==> config.mk <==
export PLATFORM = sky130hd
export DESIGN_NAME = tone_table_sequencer_unit
export DESIGN_NICKNAME = d
export VERILOG_FILES = /design/src/rtl/tts_pkg.sv /design/src/rtl/tts_table.sv /design/src/rtl/tts_ctrl.sv /design/src/rtl/tone_table_sequencer_unit.sv
export SDC_FILE = /design/constraint.sdc
export NUM_CORES = 2
export LEC_CHECK = 0
export ABC_AREA = 0
export ABC_CLOCK_PERIOD_IN_PS = 5100
export BUFFER_PORTS_ARGS = -buffer_cell sky130_fd_sc_hd__clkbuf_2
export CAP_MARGIN = 20
export CORE_UTILIZATION = 30
export DETAILED_ROUTE_END_ITERATION = 8
export HOLD_SLACK_MARGIN = 0.06
export MAX_ROUTING_LAYER = met4
export SYNTH_ARGS = -nofsm -noshare
export SYNTH_HDL_FRONTEND = slang
export SYNTH_SLANG_ARGS = --single-unit
==> constraint.sdc <==
create_clock -name aclk -period 5.1 [get_ports aclk]
set_input_delay 0.765 -clock aclk [delete_from_list [all_inputs] [get_ports aclk]]
set_output_delay 0.765 -clock aclk [all_outputs]
set_load 0.05 [all_outputs]
==> src/rtl/tts_pkg.sv <==
// Shared types and constants of the tone table sequencer.
package tts_pkg;

    localparam int OPCODE_W   = 2;
    localparam int ELAPSED_W  = 16;
    localparam int ADDR_W     = 8;
    localparam int CODE_W     = 8;
    localparam int ACTION_W   = 2;
    localparam int FREQ_W     = 12;
    localparam int INTERVAL_W = 24;
    localparam int REPEAT_W   = 8;
    localparam int LEN_W      = 9;
    localparam int ACC_W      = 32;
    localparam int CFG_ADDR_W = 2;
    localparam int CFG_DATA_W = 24;

    localparam int ADDR_RANGE = 2 ** ADDR_W;
    localparam int LEN_MAX    = 2 ** LEN_W - 1;

    localparam logic [INTERVAL_W-1:0] INTERVAL_RESET = INTERVAL_W'(10000);
    localparam logic [REPEAT_W-1:0]   REPEAT_RESET   = REPEAT_W'(1);
    localparam logic [LEN_W-1:0]      LEN_RESET      = LEN_W'(180);

    typedef enum logic [OPCODE_W-1:0] {
        OP_TICK  = 2'd0,
        OP_PLAY  = 2'd1,
        OP_WRITE = 2'd2
    } opcode_t;

    typedef enum logic [ACTION_W-1:0] {
        ACT_NONE = 2'd0,
        ACT_PLAY = 2'd1,
        ACT_STOP = 2'd2
    } action_t;

    typedef enum logic [CFG_ADDR_W-1:0] {
        CFG_INTERVAL = 2'd0,
        CFG_REPEAT   = 2'd1,
        CFG_LENGTH   = 2'd2
    } cfg_index_t;

    typedef struct packed {
        opcode_t               opcode;
        logic [ELAPSED_W-1:0]  elapsed_time;
        logic [ADDR_W-1:0]     entry_address;
        logic [CODE_W-1:0]     entry_value;
    } item_t;

    typedef struct packed {
        action_t               action;
        logic [FREQ_W-1:0]     frequency;
        logic                  playing;
    } result_t;

    typedef struct packed {
        logic [INTERVAL_W-1:0] interval_time;
        logic [REPEAT_W-1:0]   repeat_count;
        logic [LEN_W-1:0]      sequence_length;
    } cfg_t;

endpackage

==> src/rtl/tts_table.sv <==
// Tone table memory: one write port, one registered read port with write bypass.
module tts_table #(
    parameter int TABLE_DEPTH = 256
) (
    input  logic                                              aclk,
    input  logic                                              wr_en,
    input  logic [((TABLE_DEPTH > 1) ? $clog2(TABLE_DEPTH) : 1)-1:0] wr_addr,
    input  logic [tts_pkg::CODE_W-1:0]                        wr_data,
    input  logic [((TABLE_DEPTH > 1) ? $clog2(TABLE_DEPTH) : 1)-1:0] rd_addr,
    output logic [tts_pkg::CODE_W-1:0]                        rd_data
);
    import tts_pkg::*;

    logic [CODE_W-1:0] mem [TABLE_DEPTH];
    logic [CODE_W-1:0] rd_data_reg;

    always_ff @(posedge aclk) begin
        if (wr_en) begin
            mem[wr_addr] <= wr_data;
        end
        // a word written in this cycle must be seen by the next tick
        if (wr_en && (wr_addr == rd_addr)) begin
            rd_data_reg <= wr_data;
        end else begin
            rd_data_reg <= mem[rd_addr];
        end
    end

    assign rd_data = rd_data_reg;

endmodule

==> src/rtl/tts_ctrl.sv <==
// Sequencer state and the per-word step: timer, position, pass count.
module tts_ctrl #(
    parameter int TABLE_DEPTH = 256
) (
    input  logic                                              aclk,
    input  logic                                              aresetn,
    input  logic                                              proc,
    input  tts_pkg::item_t                                    item,
    input  tts_pkg::cfg_t                                     cfg,
    input  logic [tts_pkg::CODE_W-1:0]                        rd_data,
    output logic [((TABLE_DEPTH > 1) ? $clog2(TABLE_DEPTH) : 1)-1:0] rd_addr,
    output tts_pkg::result_t                                  res
);
    import tts_pkg::*;

    localparam int AW = (TABLE_DEPTH > 1) ? $clog2(TABLE_DEPTH) : 1;
    localparam int LEN_CAP = (TABLE_DEPTH > LEN_MAX) ? LEN_MAX : TABLE_DEPTH;

    logic              active_reg, active_next;
    logic [ACC_W-1:0]  acc_reg, acc_next;
    logic [LEN_W-1:0]  pos_reg, pos_next;
    logic [REPEAT_W-1:0] pass_reg, pass_next;

    logic [ACC_W:0]    sum;
    logic [ACC_W-1:0]  acc_sat;
    logic [LEN_W-1:0]  eff_len;
    logic [REPEAT_W:0] pass_inc;
    logic [FREQ_W-1:0] code_ext;

    always_comb begin
        sum      = {1'b0, acc_reg} + {{(ACC_W + 1 - ELAPSED_W){1'b0}}, item.elapsed_time};
        acc_sat  = sum[ACC_W] ? {ACC_W{1'b1}} : sum[ACC_W-1:0];
        eff_len  = (cfg.sequence_length > LEN_W'(LEN_CAP)) ? LEN_W'(LEN_CAP)
                                                            : cfg.sequence_length;
        pass_inc = {1'b0, pass_reg} + {{REPEAT_W{1'b0}}, 1'b1};
        code_ext = {{(FREQ_W - CODE_W){1'b0}}, rd_data};

        active_next  = active_reg;
        acc_next     = acc_reg;
        pos_next     = pos_reg;
        pass_next    = pass_reg;
        res.action    = ACT_NONE;
        res.frequency = '0;

        if (proc) begin
            case (item.opcode)
                OP_TICK: begin
                    if (active_reg) begin
                        acc_next = acc_sat;
                        if (acc_sat > {{(ACC_W - INTERVAL_W){1'b0}}, cfg.interval_time}) begin
                            if (pos_reg < eff_len) begin
                                if (rd_data != '0) begin
                                    res.action    = ACT_PLAY;
                                    res.frequency = (code_ext << 3) + (code_ext << 1);
                                end else begin
                                    res.action = ACT_STOP;
                                end
                                pos_next = pos_reg + LEN_W'(1);
                                acc_next = '0;
                            end else begin
                                // end of pass: timer keeps running into the next pass
                                res.action = ACT_STOP;
                                pos_next   = '0;
                                if (pass_inc < {1'b0, cfg.repeat_count}) begin
                                    pass_next = pass_inc[REPEAT_W-1:0];
                                end else begin
                                    active_next = 1'b0;
                                    pass_next   = '0;
                                end
                            end
                        end
                    end
                end
                OP_PLAY: begin
                    active_next = 1'b1;
                    acc_next    = '0;
                    pos_next    = '0;
                    pass_next   = '0;
                end
                default: begin
                end
            endcase
        end

        res.playing = active_next;
    end

    // position is below the table depth whenever the read data is used
    assign rd_addr = AW'(pos_next);

    always_ff @(posedge aclk) begin
        if (!aresetn) begin
            active_reg <= 1'b0;
            acc_reg    <= '0;
            pos_reg    <= '0;
            pass_reg   <= '0;
        end else begin
            active_reg <= active_next;
            acc_reg    <= acc_next;
            pos_reg    <= pos_next;
            pass_reg   <= pass_next;
        end
    end

    a_play_clears: assert property (@(posedge aclk) disable iff (!aresetn)
        proc && (item.opcode == OP_PLAY) |=>
            active_reg && (acc_reg == '0) && (pos_reg == '0) && (pass_reg == '0))
        else $error("play word did not restart the sequence");

    a_idle_tick_quiet: assert property (@(posedge aclk) disable iff (!aresetn)
        proc && (item.opcode == OP_TICK) && !active_reg |-> (res.action == ACT_NONE))
        else $error("tick while idle produced an action");

    a_freq_only_on_play: assert property (@(posedge aclk) disable iff (!aresetn)
        (res.action != ACT_PLAY) |-> (res.frequency == '0))
        else $error("frequency set without a play action");

    a_play_clears_timer: assert property (@(posedge aclk) disable iff (!aresetn)
        proc && (res.action == ACT_PLAY) |=> (acc_reg == '0))
        else $error("timer not cleared after emitting an entry");

    a_hold_when_stalled: assert property (@(posedge aclk) disable iff (!aresetn)
        !proc |=> $stable(pos_reg) && $stable(acc_reg) && $stable(active_reg))
        else $error("sequencer state moved without a word");

endmodule

==> src/rtl/tone_table_sequencer_unit.sv <==
// Tone table sequencer: input register, step logic with table, result register.
//
// Accepts one word per clock while the result register is free or being read, and returns
// exactly one result word per input word; each word passes through the input register
// and then the result register. Between the two registers lies a combinational step:
// a saturating 32-bit timer add and compare against interval_time, plus a read of
// the tone table, which has one registered read port addressed by the position the
// previous word leaves behind (with bypass of a table write from that word). The
// table holds TABLE_DEPTH entries and has no reset; entries must be written before
// playback reaches them. Configuration writes take effect at once and are meant for
// times when no word is in flight.
module tone_table_sequencer_unit #(
    parameter int TABLE_DEPTH = 256
) (
    input  logic                              aclk,
    input  logic                              aresetn,

    input  logic                              s_valid,
    output logic                              s_ready,
    input  logic [tts_pkg::OPCODE_W-1:0]      s_opcode,
    input  logic [tts_pkg::ELAPSED_W-1:0]     s_elapsed_time,
    input  logic [tts_pkg::ADDR_W-1:0]        s_entry_address,
    input  logic [tts_pkg::CODE_W-1:0]        s_entry_value,

    output logic                              m_valid,
    input  logic                              m_ready,
    output logic [tts_pkg::ACTION_W-1:0]      m_action,
    output logic [tts_pkg::FREQ_W-1:0]        m_frequency,
    output logic                              m_playing,

    input  logic                              cfg_wr_en,
    input  logic [tts_pkg::CFG_ADDR_W-1:0]    cfg_addr,
    input  logic [tts_pkg::CFG_DATA_W-1:0]    cfg_wr_data
);
    import tts_pkg::*;

    localparam int AW = (TABLE_DEPTH > 1) ? $clog2(TABLE_DEPTH) : 1;

    typedef logic [AW-1:0] wrap_lut_t [ADDR_RANGE];

    // entry address modulo table depth, built by counting
    function automatic wrap_lut_t build_wrap_lut();
        wrap_lut_t   lut;
        int unsigned w;
        w = 0;
        for (int i = 0; i < ADDR_RANGE; i++) begin
            lut[i] = AW'(w);
            if (w == TABLE_DEPTH - 1) begin
                w = 0;
            end else begin
                w = w + 1;
            end
        end
        return lut;
    endfunction

    localparam wrap_lut_t WRAP_LUT = build_wrap_lut();

    logic     in_valid_reg;
    item_t    item_reg;
    logic     out_valid_reg;
    result_t  res_reg;
    cfg_t     cfg_reg;

    logic     proc;
    result_t  res;
    logic     tbl_wr_en;
    logic [AW-1:0] tbl_wr_addr;
    logic [AW-1:0] tbl_rd_addr;
    logic [CODE_W-1:0] tbl_rd_data;

    assign proc    = in_valid_reg && (!out_valid_reg || m_ready);
    assign s_ready = !in_valid_reg || proc;

    always_ff @(posedge aclk) begin
        if (!aresetn) begin
            in_valid_reg <= 1'b0;
        end else if (s_ready) begin
            in_valid_reg <= s_valid;
        end
        if (s_ready && s_valid) begin
            item_reg.opcode        <= opcode_t'(s_opcode);
            item_reg.elapsed_time  <= s_elapsed_time;
            item_reg.entry_address <= s_entry_address;
            item_reg.entry_value   <= s_entry_value;
        end
    end

    always_ff @(posedge aclk) begin
        if (!aresetn) begin
            out_valid_reg <= 1'b0;
        end else if (proc) begin
            out_valid_reg <= 1'b1;
        end else if (m_ready) begin
            out_valid_reg <= 1'b0;
        end
        if (proc) begin
            res_reg <= res;
        end
    end

    always_ff @(posedge aclk) begin
        if (!aresetn) begin
            cfg_reg.interval_time   <= INTERVAL_RESET;
            cfg_reg.repeat_count    <= REPEAT_RESET;
            cfg_reg.sequence_length <= LEN_RESET;
        end else if (cfg_wr_en) begin
            case (cfg_addr)
                CFG_INTERVAL: cfg_reg.interval_time   <= cfg_wr_data[INTERVAL_W-1:0];
                CFG_REPEAT:   cfg_reg.repeat_count    <= cfg_wr_data[REPEAT_W-1:0];
                CFG_LENGTH:   cfg_reg.sequence_length <= cfg_wr_data[LEN_W-1:0];
                default: begin
                end
            endcase
        end
    end

    assign tbl_wr_en   = proc && (item_reg.opcode == OP_WRITE);
    assign tbl_wr_addr = WRAP_LUT[item_reg.entry_address];

    tts_table #(
        .TABLE_DEPTH (TABLE_DEPTH)
    ) u_table (
        .aclk    (aclk),
        .wr_en   (tbl_wr_en),
        .wr_addr (tbl_wr_addr),
        .wr_data (item_reg.entry_value),
        .rd_addr (tbl_rd_addr),
        .rd_data (tbl_rd_data)
    );

    tts_ctrl #(
        .TABLE_DEPTH (TABLE_DEPTH)
    ) u_ctrl (
        .aclk    (aclk),
        .aresetn (aresetn),
        .proc    (proc),
        .item    (item_reg),
        .cfg     (cfg_reg),
        .rd_data (tbl_rd_data),
        .rd_addr (tbl_rd_addr),
        .res     (res)
    );

    assign m_valid     = out_valid_reg;
    assign m_action    = res_reg.action;
    assign m_frequency = res_reg.frequency;
    assign m_playing   = res_reg.playing;

endmodule

==> results.json <==
{
  "synth_top_flop_cell": "edfxtp_1",
  "grt_use_met3_pct": 3.66,
  "track_usage_pct": 17.4,
  "vdd_drop_max_mv": 0.293,
  "tritoncts": "built",
  "fillers": 26900,
  "wirelength_mm": 256,
  "worstSetupPathType": "reg2reg",
  "cts-root-buf": "clkbuf_16",
  "synth_xor_area_share_pct": 0.349,
  "rsz0062_at_grt": "true",
  "fp.dieH_um": 543,
  "area_growth_pct": 17.7,
  "setup_viol": 15,
  "tns_ns": -0.162,
  "largest_reg_flops": 2048,
  "grt_pass1_vias": 47100,
  "met2_usage_pct": 25.9,
  "syn_nets": 4717,
  "drv_cap": 0,
  "worstSetupEndpointType": "flip-flop",
  "pin_count": 82,
  "period_share_pct": 101,
  "synth_mux_area_share_pct": 14.6,
  "synth_area_leaders": "edfxtp_1 72%, mux4_2 13%, dfxtp_1 2.3%, nor2_1 1.5%, mux2i_1 1.1%",
  "cellLeakagePower_nw": 32.2,
  "final_common_cell": "edfxtp_1",
  "gp_congestion": 0.928,
  "run_status": "finished with violations",
  "synth.largest_area_cell": "edfxtp_1",
  "routedWlPerCell_um": 27.9,
  "nNetsFinal": 5228,
  "fin_ws_ns": -0.0295,
  "drive_gt1_share_pct": 27.4,
  "synthDistinctLibCells": 88,
  "clock_latency_ns": 0.92,
  "fmax_mhz": 195,
  "skew_ns": 0.122,
  "synth-simple-area-share_pct": 4.74,
  "multiInputGateArea_um2": 21800,
  "grt_overflow_total": 0,
  "drtIter0Drc": 6528,
  "die_w_um": 543,
  "synth_compound_area_share_pct": 3.66,
  "antenna_found_initial": 10,
  "gr-usage-met1_pct": 23.6,
  "start_util_pct": 30.2,
  "final_cell_mix": "2096 x edfxtp_1, 519 x mux4_2, 375 x buf_4",
  "startpoint_type": "flip-flop",
  "synth-edff-count": 2096,
  "numCtsBuffers": 215,
  "utilization_pct": 35.5,
  "hpwl_mm": 165,
  "hold_viol": 0,
  "synth_top_family_by_area": "multiplexers",
  "cp_data_required_time_ns": 5.84,
  "drt-pass1-iter-count": 5,
  "grt_max_degree": 179,
  "clock_path_buffers": 4,
  "yosysTopAreaCellShare_pct": 71.7,
  "fin_crit_ns": 5.13,
  "synth_adder_area_share_pct": 0.943,
  "violations": "setup timing",
  "viasPerCell": 5.28,
  "worstMarginPinSlew_ns": 1.35,
  "powerDensity_nw_per_um2": 348,
  "ys_ff_latch": 2197,
  "finalPower_w": 0.0360,
  "io_buffers": 80,
  "seq_area_um2": 65000,
  "path_max_fanout": 12,
  "h-tree-depth": 4,
  "synth_area_per_cell_um2": 19.1,
  "grt_pass1_wl_mm": 358,
  "rows": 198,
  "netlist_area_um2": 87800,
  "ys_seq_area_share_pct": 74.0,
  "slew_headroom_pct": 9.44,
  "drcViolationCount": 0,
  "whs_ns": 0.130,
  "async_flop_share_pct": 0,
  "worst_ep_arrival_time_ns": 5.87,
  "grt.busiest_layer": "met2",
  "ant_nets": 0,
  "fp.coreArea_um2": 291000,
  "maxSlewViolCount": 0,
  "cts.sinks": 2197,
  "clk_pin_slew_ns": 0.06,
  "synth_cells": 4587,
  "die-area_um2": 295000,
  "route.vias.total": 48400,
  "hold_path_class": "in2reg",
  "yosys_warnings": 0
}
[cell usage after synthesis (14+ instances only)]
| cell type | instances |
|---|---|
| a211oi_1 | 16 |
| a21boi_0 | 27 |
| a21o_1 | 19 |
| a21oi_1 | 65 |
| a221oi_1 | 14 |
| a22o_1 | 42 |
| a22oi_1 | 51 |
| and2_1 | 17 |
| buf_1 | 23 |
| buf_2 | 42 |
| buf_4 | 17 |
| buf_6 | 31 |
| clkbuf_1 | 132 |
| dfxtp_1 | 101 |
| edfxtp_1 | 2096 |
| ha_1 | 63 |
| inv_1 | 50 |
| mux2i_1 | 99 |
| mux4_2 | 519 |
| nand2_1 | 229 |
| nand2b_1 | 30 |
| nand3_1 | 74 |
| nand4_1 | 35 |
| nor2_1 | 345 |
| nor2b_1 | 50 |
| nor3_1 | 41 |
| nor4_1 | 16 |
| o211ai_1 | 21 |
| o21ai_0 | 57 |
| o22ai_1 | 51 |
| xnor2_1 | 22 |
[critical path, stage by stage (launching register included)]
cell,delay (ns)
edfxtp_1,0.37
ha_2,0.20
fa_2,0.40
a21o_1,0.20
a221o_1,0.43
a211oi_2,0.31
a21oi_2,0.12
buf_4,0.17
nand4_1,0.10
xor2_1,0.14
nand2_1,0.09
ha_2,0.18
a21o_1,0.15
a21o_1,0.18
a221oi_4,0.33
nand2_1,0.09
o31a_1,0.11
a211oi_2,0.30
buf_4,0.16
nand4_1,0.20
o21ai_2,0.25
and3_4,0.28
buf_12,0.17
a22o_1,0.16
[area by class of cell]
class                   count  share of cell area [%]
clock buffers             275                    5.49
diodes                      5                  0.0121
repair buffers            541                    4.66
multi-input cells        2090                    21.1
flip-flops and latches   2197                    62.9
inverters                  53                   0.192
clock inverters           107                   0.945
well taps                3900                    4.72
[per-stage QoR]
stage / cells / cell area, um^2 / worst slack (ns)
after global placement: 8746 / 95700 / -0.331
after detailed placement: 8749 / 95700 / -0.271
after global routing: 9168 / 103000 / -0.232
final: 9168 / 103000 / -0.0295
after floorplan: 4587 / 87800 / 0.0565
after CTS: 9139 / 103000 / 0.00468
[path summary, 6_finish.rpt]
path                                         from                 end  slack (ns)  cells past startpoint
worst max-delay path                 item_reg[16]  u_ctrl.acc_reg[12]       -0.03                     23
worst min register to register  u_ctrl.acc_reg[0]   u_ctrl.acc_reg[0]        0.47                      2
worst min-delay path             s_entry_value[0]         item_reg[0]        0.13                      1
worst max register to register       item_reg[16]  u_ctrl.acc_reg[12]       -0.03                     23
[cells by family (layout without fill, tap and decap cells)]
logic type / count (synthesis) / in the layout
buffers and inverters: 301 / 976
DFF: 2197 / 2197
xor gates and xnor gates: 35 / 35
and+or+nand+nor: 903 / 904
other: 1 / 6
AOI/OAI and AO/OA: 454 / 454
muxes: 631 / 631
adders and majority gates: 65 / 65
[power breakdown]
| part | internal [W] | switching (W) |
|---|---|---|
| combinational | 0.000167 | 0.000548 |
| clock | 0.00869 | 0.00677 |
| sequential | 0.0198 | 0.0000450 |
[layer usage]
| layer | part of all wire [%] | routed length [um] |
|---|---|---|
| met1 | 41 | 105000 |
| met2 | 45 | 116000 |
| met3 | 9.9 | 25400 |
| met4 | 3.5 | 9040 |
| met5 | 0 | 0 |
[repair_timing]
| item | in CTS | in global routing |
|---|---|---|
| hold endpoints to repair | 6 | 0 |
| cloned | 1 | 9 |
| setup endpoints to repair | 70 | 70 |
| resized for setup | 18 | 102 |
| buffers inserted | 1 | 15 |
| pin swaps | 3 | 53 |
| hold buffers | 6 | 0 |
Power figures use the tool's default switching activity.
